**src/hw/rtl/cfpu_pkg.sv**
```systemverilog
// Package with shared types, codes and slot limits of the frame parser.
`default_nettype none

package cfpu_pkg;

	// Frame byte positions.
	localparam logic [2:0] POS_IDLE  = 3'd0;
	localparam logic [2:0] POS_B1    = 3'd1;
	localparam logic [2:0] POS_B2    = 3'd2;
	localparam logic [2:0] POS_B3    = 3'd3;
	localparam logic [2:0] POS_CHECK = 3'd4;

	// Configuration register indexes.
	localparam logic CFG_COMMAND_START  = 1'b0;
	localparam logic CFG_SETTINGS_START = 1'b1;

	// Reset values of the start byte registers.
	localparam logic [7:0] COMMAND_START_RESET  = 8'd170;
	localparam logic [7:0] SETTINGS_START_RESET = 8'd204;

	// Frame kind codes.
	localparam logic KIND_COMMAND  = 1'b0;
	localparam logic KIND_SETTINGS = 1'b1;

	localparam int SLOT_COUNT = 9;
	localparam int PAYLOAD_COUNT = 3;
	localparam logic [3:0] UNKNOWN_SLOT = 4'd9;
	localparam logic [15:0] DRIVE_RESET = 16'h7FFF;
	localparam logic [15:0] SLOT_RESET = 16'hFFFF;

	// One result item.
	typedef struct packed {
		logic               frame_done;
		logic               frame_good;
		logic               frame_kind;
		logic signed [15:0] drive_value;
		logic               drive_updated;
		logic [3:0]         slot_index;
		logic signed [15:0] slot_value;
		logic               slot_accepted;
	} result_t;

	// Lower inclusive limit of a slot, in raw units.
	function automatic logic signed [15:0] slot_low(input logic [3:0] id);
		logic signed [15:0] lim;
		unique case (id)
			4'd1: lim = 16'sd1600;
			4'd3: lim = 16'sd1000;
			4'd5: lim = 16'sd20;
			4'd6: lim = 16'sd1000;
			4'd7: lim = 16'sd100;
			default: lim = 16'sd10;
		endcase
		return lim;
	endfunction

	// Upper inclusive limit of a slot, in raw units.
	function automatic logic signed [15:0] slot_high(input logic [3:0] id);
		logic signed [15:0] lim;
		unique case (id)
			4'd1: lim = 16'sd5000;
			4'd3: lim = 16'sd10000;
			4'd4: lim = 16'sd200;
			4'd6: lim = 16'sd8000;
			4'd7: lim = 16'sd2000;
			default: lim = 16'sd150;
		endcase
		return lim;
	endfunction

endpackage

`default_nettype wire

```
**src/hw/rtl/command_config_frame_parser_unit.sv**
```systemverilog
// Top level of the command and configuration frame parser.
//
// The block takes one received byte per transfer on the input channel
// (in_valid, in_stall, rx_byte) and returns exactly one result per byte on the
// output channel (out_valid, out_stall and the result fields). It hunts for a
// command or settings start byte, collects a five-byte frame and checks the
// XOR checksum in the last byte; good command frames update drive_value and
// good, in-range settings frames are stored in the slot table.
// A byte sits in an input register, then the parse logic writes its result
// into the output register, from which it is offered on the output channel.
// One byte per cycle is sustained while the receiver does not stall. The path
// is one input register, the compare and XOR logic, and one output register.
// When the receiver stalls, the result is held and the input register still
// takes one more byte; the input stall rises only once both are full.
// Reset clears the frame state, sets drive_value to 0x7FFF, marks all slots
// unconfigured and loads the start bytes 170 (command) and 204 (settings).
// The start bytes may be rewritten over the cfg port while the block is idle.
`default_nettype none

module command_config_frame_parser_unit (
	input  wire logic               clk,
	input  wire logic               arst_n,
	input  wire logic               cfg_write,
	input  wire logic               cfg_index,
	input  wire logic [7:0]         cfg_data,
	input  wire logic               in_valid,
	output logic                    in_stall,
	input  wire logic [7:0]         rx_byte,
	output logic                    out_valid,
	input  wire logic               out_stall,
	output logic                    frame_done,
	output logic                    frame_good,
	output logic                    frame_kind,
	output logic signed [15:0]      drive_value,
	output logic                    drive_updated,
	output logic [3:0]              slot_index,
	output logic signed [15:0]      slot_value,
	output logic                    slot_accepted
);

	logic [7:0]        command_start_byte_q;
	logic [7:0]        settings_start_byte_q;
	logic              valid_s1;
	logic [7:0]        rx_byte_s1;
	logic              valid_s2;
	cfpu_pkg::result_t res_s2;
	cfpu_pkg::result_t res_next;
	logic              advance;

	// Start byte registers, written through the cfg port.
	always_ff @(posedge clk or negedge arst_n) begin
		if (!arst_n) begin
			command_start_byte_q  <= cfpu_pkg::COMMAND_START_RESET;
			settings_start_byte_q <= cfpu_pkg::SETTINGS_START_RESET;
		end else if (cfg_write) begin
			unique case (cfg_index)
				cfpu_pkg::CFG_COMMAND_START:  command_start_byte_q  <= cfg_data;
				cfpu_pkg::CFG_SETTINGS_START: settings_start_byte_q <= cfg_data;
				default: ;
			endcase
		end
	end

	// The input byte moves on whenever the result register is free or drains.
	assign advance  = valid_s1 && (!valid_s2 || !out_stall);
	assign in_stall = valid_s1 && !advance;

	// Input register.
	always_ff @(posedge clk or negedge arst_n) begin
		if (!arst_n) begin
			valid_s1 <= 1'b0;
		end else if (!in_stall) begin
			valid_s1 <= in_valid;
		end
	end

	always_ff @(posedge clk) begin
		if (in_valid && !in_stall) begin
			rx_byte_s1 <= rx_byte;
		end
	end

	cfpu_frame_core u_core (
		.clk            (clk),
		.arst_n         (arst_n),
		.advance        (advance),
		.rx_byte        (rx_byte_s1),
		.command_start  (command_start_byte_q),
		.settings_start (settings_start_byte_q),
		.res            (res_next)
	);

	// Result register.
	always_ff @(posedge clk or negedge arst_n) begin
		if (!arst_n) begin
			valid_s2 <= 1'b0;
		end else if (!valid_s2 || !out_stall) begin
			valid_s2 <= valid_s1;
		end
	end

	always_ff @(posedge clk) begin
		if (advance) begin
			res_s2 <= res_next;
		end
	end

	assign out_valid     = valid_s2;
	assign frame_done    = res_s2.frame_done;
	assign frame_good    = res_s2.frame_good;
	assign frame_kind    = res_s2.frame_kind;
	assign drive_value   = res_s2.drive_value;
	assign drive_updated = res_s2.drive_updated;
	assign slot_index    = res_s2.slot_index;
	assign slot_value    = res_s2.slot_value;
	assign slot_accepted = res_s2.slot_accepted;

endmodule

`default_nettype wire

```
**src/hw/rtl/cfpu_slot_check.sv**
```systemverilog
// Range check of a configuration value against its slot's fixed limits.
`default_nettype none

module cfpu_slot_check (
	input  wire logic [7:0]         slot_id,
	input  wire logic signed [15:0] value,
	output logic                    known,
	output logic [3:0]              slot_index,
	output logic                    in_range
);

	logic signed [15:0] low;
	logic signed [15:0] high;

	// Ids beyond the table map to the unknown slot code.
	assign known      = (slot_id < 8'(cfpu_pkg::SLOT_COUNT));
	assign slot_index = known ? slot_id[3:0] : cfpu_pkg::UNKNOWN_SLOT;

	// Limits are looked up by id and compared as signed values.
	assign low      = cfpu_pkg::slot_low(slot_id[3:0]);
	assign high     = cfpu_pkg::slot_high(slot_id[3:0]);
	assign in_range = known && (value >= low) && (value <= high);

endmodule

`default_nettype wire

```
**src/hw/rtl/cfpu_frame_core.sv**
```systemverilog
// Frame state, payload capture, checksum and stores of the frame parser.
`default_nettype none

module cfpu_frame_core (
	input  wire logic                clk,
	input  wire logic                arst_n,
	input  wire logic                advance,
	input  wire logic [7:0]          rx_byte,
	input  wire logic [7:0]          command_start,
	input  wire logic [7:0]          settings_start,
	output cfpu_pkg::result_t        res
);

	logic [2:0]  pos_q;
	logic [2:0]  pos_d;
	logic        settings_q;
	logic        settings_d;
	logic [7:0]  payload_q [cfpu_pkg::PAYLOAD_COUNT];
	logic [2:0]  pos_minus_one;
	logic [1:0]  payload_idx;
	logic        payload_we;
	logic [15:0] drive_q;
	logic [15:0] drive_d;
	logic [15:0] setting_table_q [cfpu_pkg::SLOT_COUNT];
	logic        table_we;
	logic [7:0]  checksum;
	logic        sum_good;
	logic [15:0] cfg_raw;
	logic        slot_known;
	logic [3:0]  slot_idx;
	logic        slot_in_range;

	assign pos_minus_one = pos_q - 3'd1;
	assign payload_idx   = pos_minus_one[1:0];
	assign checksum      = payload_q[0] ^ payload_q[1] ^ payload_q[2];
	assign sum_good      = (checksum == rx_byte);
	assign cfg_raw       = {payload_q[2], payload_q[1]};

	cfpu_slot_check u_slot_check (
		.slot_id    (payload_q[0]),
		.value      (cfg_raw),
		.known      (slot_known),
		.slot_index (slot_idx),
		.in_range   (slot_in_range)
	);

	// Next state and result for the byte at the input register.
	always_comb begin
		pos_d      = pos_q;
		settings_d = settings_q;
		drive_d    = drive_q;
		payload_we = 1'b0;
		table_we   = 1'b0;
		res        = '0;
		unique case (pos_q) inside
			cfpu_pkg::POS_IDLE: begin
				if (rx_byte == command_start) begin
					settings_d = cfpu_pkg::KIND_COMMAND;
					pos_d      = cfpu_pkg::POS_B1;
				end else if (rx_byte == settings_start) begin
					settings_d = cfpu_pkg::KIND_SETTINGS;
					pos_d      = cfpu_pkg::POS_B1;
				end
			end
			cfpu_pkg::POS_B1, cfpu_pkg::POS_B2, cfpu_pkg::POS_B3: begin
				payload_we = 1'b1;
				pos_d      = pos_q + 3'd1;
			end
			cfpu_pkg::POS_CHECK: begin
				res.frame_done = 1'b1;
				res.frame_good = sum_good;
				res.frame_kind = settings_q;
				if (settings_q == cfpu_pkg::KIND_COMMAND) begin
					if (sum_good) begin
						drive_d           = {payload_q[1], payload_q[0]};
						res.drive_updated = 1'b1;
					end
				end else begin
					res.slot_index    = slot_idx;
					res.slot_value    = cfg_raw;
					table_we          = sum_good && slot_known && slot_in_range;
					res.slot_accepted = table_we;
				end
				pos_d      = cfpu_pkg::POS_IDLE;
				settings_d = cfpu_pkg::KIND_COMMAND;
			end
			default: begin
				pos_d      = cfpu_pkg::POS_IDLE;
				settings_d = cfpu_pkg::KIND_COMMAND;
			end
		endcase
		res.drive_value = drive_d;
	end

	// Control state and stores advance once per transfer into the result stage.
	always_ff @(posedge clk or negedge arst_n) begin
		if (!arst_n) begin
			pos_q      <= cfpu_pkg::POS_IDLE;
			settings_q <= cfpu_pkg::KIND_COMMAND;
			drive_q    <= cfpu_pkg::DRIVE_RESET;
			for (int i = 0; i < cfpu_pkg::SLOT_COUNT; i++) begin
				setting_table_q[i] <= cfpu_pkg::SLOT_RESET;
			end
		end else if (advance) begin
			pos_q      <= pos_d;
			settings_q <= settings_d;
			drive_q    <= drive_d;
			if (table_we) begin
				setting_table_q[slot_idx] <= cfg_raw;
			end
		end
	end

	// Payload bytes need no reset; each is written before the checksum byte.
	always_ff @(posedge clk) begin
		if (advance && payload_we) begin
			payload_q[payload_idx] <= rx_byte;
		end
	end

endmodule

`default_nettype wire

```
**config.mk**
```make
export PLATFORM = sky130hd
export DESIGN_NAME = command_config_frame_parser_unit
export DESIGN_NICKNAME = d
export VERILOG_FILES = /design/src/hw/rtl/cfpu_pkg.sv /design/src/hw/rtl/command_config_frame_parser_unit.sv /design/src/hw/rtl/cfpu_slot_check.sv /design/src/hw/rtl/cfpu_frame_core.sv
export SDC_FILE = /design/constraint.sdc
export NUM_CORES = 1
export LEC_CHECK = 0
export ABC_AREA = 1
export BUFFER_PORTS_ARGS = -buffer_cell sky130_fd_sc_hd__buf_4
export CAP_MARGIN = 20
export CELL_PAD_IN_SITES_DETAIL_PLACEMENT = 1
export CELL_PAD_IN_SITES_GLOBAL_PLACEMENT = 2
export CORE_UTILIZATION = 37
export CTS_CLUSTER_DIAMETER = 150
export DETAILED_ROUTE_END_ITERATION = 7
export MAX_ROUTING_LAYER = met4
export PLACE_DENSITY_LB_ADDON = 0.1
export SYNTH_ARGS = -nofsm -noshare
export SYNTH_HDL_FRONTEND = slang
export SYNTH_SLANG_ARGS = --single-unit
export TNS_END_PERCENT = 30
```
**constraint.sdc**
```tcl
create_clock -name clk -period 2.9 [get_ports clk]
set_input_delay 0.725 -clock clk [delete_from_list [all_inputs] [get_ports clk]]
set_output_delay 0.725 -clock clk [all_outputs]
set_load 0.01 [all_outputs]
```
# Word-level counts from Yosys, hierarchy flattened
# Memories as Yosys holds them, arrays and structs flattened.
# Index checks and enable logic that the tools add are counted.
[totals]
ram_bits = 24
memories = 1
output_inout_bits = 43
input_bits = 22
elab_cells = 82
register_bits = 87
[classes]
reduce_logical = 23
n_mux = 17
eq_ne = 14
order_cmp = 3
bitwise = 5
n_addsub = 2
[memory_table]
columns = ["memory", "depth", "width", "rd", "rd_ports_with_merged_regs", "write_ports", "line", "source"]
rows = [
  ["u_core.payload_q", 3, 8, 3, 0, 1, "cfpu_frame_core.sv:18", "logic [7:0] payload_q [cfpu_pkg::PAYLOAD_COUNT];"],
]
[op_table]
columns = ["cell", "count"]
rows = [
  ["$pmux 14 s5", 1],
  ["$mux 16", 3],
  ["$pmux 11 s4", 1],
  ["$eq 8x8->1", 3],
  ["$eq 4x3->1 const B", 4],
  ["$ge 16x16->1", 1],
  ["$le 16x16->1", 1],
  ["$xor 8x8->8", 2],
  ["$mux 3", 3],
  ["$logic_and 1x1->1", 8],
  ["$lt 8x4->1 const B", 1],
  ["$reduce_and 2->1", 4],
  ["$eq 3x2->1 const B", 2],
  ["$mux 1", 6],
  ["$pmux 3 s2", 1],
  ["$reduce_and 3->1", 2],
  ["$eq 4x1->1 const B", 1],
  ["$eq 4x2->1 const B", 1],
  ["$logic_not 1->1", 4],
  ["$mux 4", 1],
  ["$reduce_or 2->1", 2],
  ["$add 3x1->3 const B", 1],
  ["$eq 3x1->1 const B", 1],
  ["$eq 3x3->1 const B", 1],
  ["other kinds (7)", 9],
]

# Logic depth before layout (Yosys ltp)
# An unclocked memory read counts as a cell.
[logic_depth]
word_depth = 8
depth_mapped = 21
mapped_depth_nobuf = 21

# Cells and area by module
# From an unflattened synthesis, not the netlist that was laid out.
[hier_totals]
cells_unflattened = 688
area_unflattened_um2 = 5997.0
[modules_own_cells]
columns = ["module", "n_inst", "cells_per_inst", "seq_area_each_um2", "area_each_um2"]
rows = [
  ["cfpu_frame_core", 1, 410, 1239.9, 2929.1],
  ["command_config_frame_parser_unit", 1, 131, 1931.9, 2234.6],
  ["cfpu_slot_check", 1, 147, 0.0, 833.3],
]

# Least setup slack after synthesis
# OpenSTA, ideal clock, no wires.
[synth_timing]
kind = "register to register"
start = "mem u_core.payload_q[0][3]"
end = "reg res_s2 (netlist bit slot_accepted) (data pin)"
synth_period_minus_slack_ps = 2457
arrival_time_ps = 2202
path_stages_with_launch = 22
required_ps = 2645
setup_time_ps = 255
path_buffers = 1
path_slack_ps = 443
path_cell_list = "edfxtp_1 -> buf_2 -> nor2_2 -> inv_1 -> nor2_1 -> inv_1 -> nor2_1 -> nor2_1 -> inv_1 -> or2_1 -> inv_1 -> ha_1 -> a21oi_1 -> o21ai_0 -> nand2_1 -> o211ai_1 -> nand2_1 -> nand2_1 -> nand2_1 -> nand2_1 -> nand3_1 -> nor2_1"
[synth_lines]
columns = ["element", "line", "source"]
rows = [
  ["from (decl)", "cfpu_frame_core.sv:18", ""],
  ["to (signal assigned)", "command_config_frame_parser_unit.sv:104", "res_s2 <= res_next;"],
  ["to (decl)", "command_config_frame_parser_unit.sv:46", "cfpu_pkg::result_t res_s2;"],
]

==> results.toml <==
[layout]
fin_nets = 764
multi_input_area_sq_mm = 0.00228
nFillCells = 1769
layout_common_cells = "178 x nand2_1, 86 x inv_1, 75 x buf_4"
final_cells = 931
ff_latch_area_sq_mm = 0.00317
drive_gt1_frac = 0.214
n_antenna_cell = 0
area_growth_pct = 18.1
layout_commonest_cell = "nand2_1"

[routing]
postRouteAntennaNets = 0
met2_length_mm = 7.44
detail_route.iter0.violations = 188
route.vias.total = 4438
viasPerCell = 4.77
wl_per_cell_microns = 16.1
route.met3.wl_microns = 372
totalWireLength_mm = 15.0
drcViolationCount = 0
met1_length_mm = 7.03
highest_layer = "met4"
first_pass_iters = 4

[floorplanning]
die_height_microns = 128
core.rowCount = 45
dieArea_sq_mm = 0.0165
die_w_microns = 128
io_pins = 65
core_area_sq_mm = 0.0154
start_util = 0.384

[worst_setup_path]
start_kind = "flop"
crit_arrival_ns = 2.78
ff2ff_setup_slack_ns = 0.24
r2r_start = "u_core.payload_q[0][1]$_DFFE_PP_"
cp-startpoint = "u_core.payload_q[0][1]$_DFFE_PP_"
setup.worst_path.end_class = "flop"
critPathRequiredTime_ns = 3.02
crit_fanout = 7
crit_type = "reg2reg"
worstSetupEndpoint = "slot_accepted$_SDFFCE_PN0P_"
reg2reg_depth = 19
rr_endpoint = "slot_accepted$_SDFFCE_PN0P_"

[synthesis]
synthCells = 643
yosys_register_bits = 111
yosysWarnings = 0
synth_fp_nets = 692
synth.top_cell.area_share = 0.371
syn_avg_cell_area_sq_um = 9.19
ys_types = 35
synthesis.area_sq_mm = 0.00591
synth_top_cell_by_area = "edfxtp_1"
synth_seq_area_share = 0.537
ys_top_cells_by_area = "edfxtp_1 37%, nand2_1 11%, dfstp_2 10%, dfrtp_1 6.4%, ha_1 5.7%"

[run_status]
status = "finished clean"

[pwr]
power_density_mw_per_mm2 = 599
power.leakage_nw = 3.26
vdd_drop_max_mv = 0.361

[global_routing]
grt_pass1_wl_mm = 24.3
grt_pass1_vias = 4547
grt.total_usage = 0.204
antenna_found_initial = 0
gr-total-overflow = 0
grt_max_degree = 39

[timing]
max_clock_freq_mhz = 376
fin_skew_ns = 0.00776
slew_headroom = 0.622
rsz0062_at_grt = "false"
tns_ns = 0
fin_crit_sh = 0.918
min_period_ns = 2.66
setup_viol = 0
slew_viol_final = 0
max_slew.worst_pin.slew_ns = 0.567
finalHoldViolations = 0

[placed_design]
io_buffers = 64
place_hpwl_mm = 11.5
dp.cells = 912
gp_routability_congestion = 0.831

[clock_network]
clk_latency_ns = 0.36
ctsLongestPathBuffers = 2
cts.clk_slew.worst_paths_ns = 0.08
cts_tree = "done"
clock-sinks = 111
numCtsBuffers = 9
cts_max_level = 3
cts-root-buf = "clkbuf_16"

[hold_path]
hold_class = "in2async"

[run]
cap_violations = 0
[cells in the mapped netlist]
cell type	n
nor2_8	1
or2_2	3
dfstp_2	23
or2_1	1
xor2_1	14
nand4_2	8
clkbuf_1	4
buf_4	2
o22ai_1	1
o211ai_1	1
nand2_1	178
nor4_1	3
buf_12	1
a21oi_1	16
dfrtp_1	15
buf_2	3
nand4_4	1
nor2_2	3
clkinv_1	1
nor3b_1	2
edfxtp_1	73
nand3_1	25
nand2_2	12
inv_2	10
nand4_1	13
xnor2_1	10
clkbuf_2	1
inv_1	86
o21ai_0	22
and2_1	17
a31oi_1	1
ha_1	27
nor2_1	59
buf_6	3
nor3_1	3
[registers in the layout (all words and copies together), names as in the netlist]
register               cells
drive_updated              1
settings_start_byte_q      8
u_core.pos_q               3
slot_value                16
u_core.settings_q          1
valid_s1                   1
drive_value               16
slot_accepted              1
u_core.drive_q            16
u_core.payload_q          24
command_start_byte_q       8
frame_good                 1
frame_kind                 1
rx_byte_s1                 8
frame_done                 1
slot_index                 4
out_valid                  1
[worst min path at each step]
stage / startpoint / end / slack (ns)
CTS: arst_n / out_valid$_DFFE_PN0N_ / 0.34
finish: arst_n / out_valid$_DFFE_PN0N_ / 0.33
detailed placement: u_core.drive_q[14]$_DFFE_PN1P_ / u_core.drive_q[14]$_DFFE_PN1P_ / 0.46
global route: arst_n / out_valid$_DFFE_PN0N_ / 0.35
global placement: u_core.drive_q[14]$_DFFE_PN1P_ / u_core.drive_q[14]$_DFFE_PN1P_ / 0.46
floorplan: arst_n / command_start_byte_q[0]$_DFFE_PN0P_ / 0.43
[cell type report]
type,instances,area share
Timing Repair Buffer,75,0.0807
Sequential cell,111,0.455
Clock inverter,7,0.0152
Multi-Input combinational cell,421,0.327
Inverter,97,0.0522
Tap cell,211,0.0378
Clock buffer,9,0.0323
[layer usage]
layer,vias to the layer above,track usage
li1,2206,-
met1,2154,0.261
met2,65,0.335
met3,13,0.0283
met4,0,0.0664
met5,-,-
[timing repair]
action	4_1_cts	5_1_grt
buffers inserted	0	3
hold buffers	0	0
endpoints found under the setup margin	0	1
resized for setup	0	2
[critical path, stage by stage, from the launching register on]
cell,delay (ns)
edfxtp_1,0.49
inv_1,0.15
nor2_2,0.19
inv_1,0.08
nor2_1,0.20
nor2_2,0.09
inv_1,0.08
or2_1,0.09
inv_1,0.04
ha_1,0.29
a21oi_1,0.14
o21ai_0,0.10
nand2_1,0.06
o211ai_1,0.07
nand2_1,0.07
nand2_1,0.05
nand2_1,0.07
nand2_1,0.06
nand3_1,0.06
nor2_1,0.04
[per-stage QoR]
stage                     hold slack (ns)  power (mW)  setup slack, ns  instance area [sq um]  utilization
final                               0.327        4.18            0.237                   6980        0.454
after detailed placement            0.461        2.83            0.142                   6620        0.431
after global placement              0.456        2.79            0.319                   6620        0.431
after floorplan                     0.429        2.52            0.443                   5910            -
after CTS                           0.336        4.23            0.127                   6950        0.452
after global routing                0.351        4.42           0.0285                   6980        0.454
[cell families (layout without fill, tap and decap cells)]
| group | count (synthesis) | count (layout) | synth area share |
|---|---|---|---|
| AOI/OAI and AO/OA | 41 | 41 | 0.0356 |
| and+or+nand+nor | 329 | 329 | 0.256 |
| adders and majority gates | 27 | 27 | 0.0572 |
| DFF | 111 | 111 | 0.537 |
| xor gates and xnor gates | 24 | 24 | 0.0356 |
| buffers and inverters | 111 | 188 | 0.0792 |
[where the power goes]
group / leakage (nW) / internal, mW / switching, mW
Sequential: 1.13 / 1.86 / 0.112
Combinational: 1.97 / 0.289 / 0.525
Clock: 0.161 / 0.771 / 0.619
Note: power is estimated with default switching activity, not from simulation.
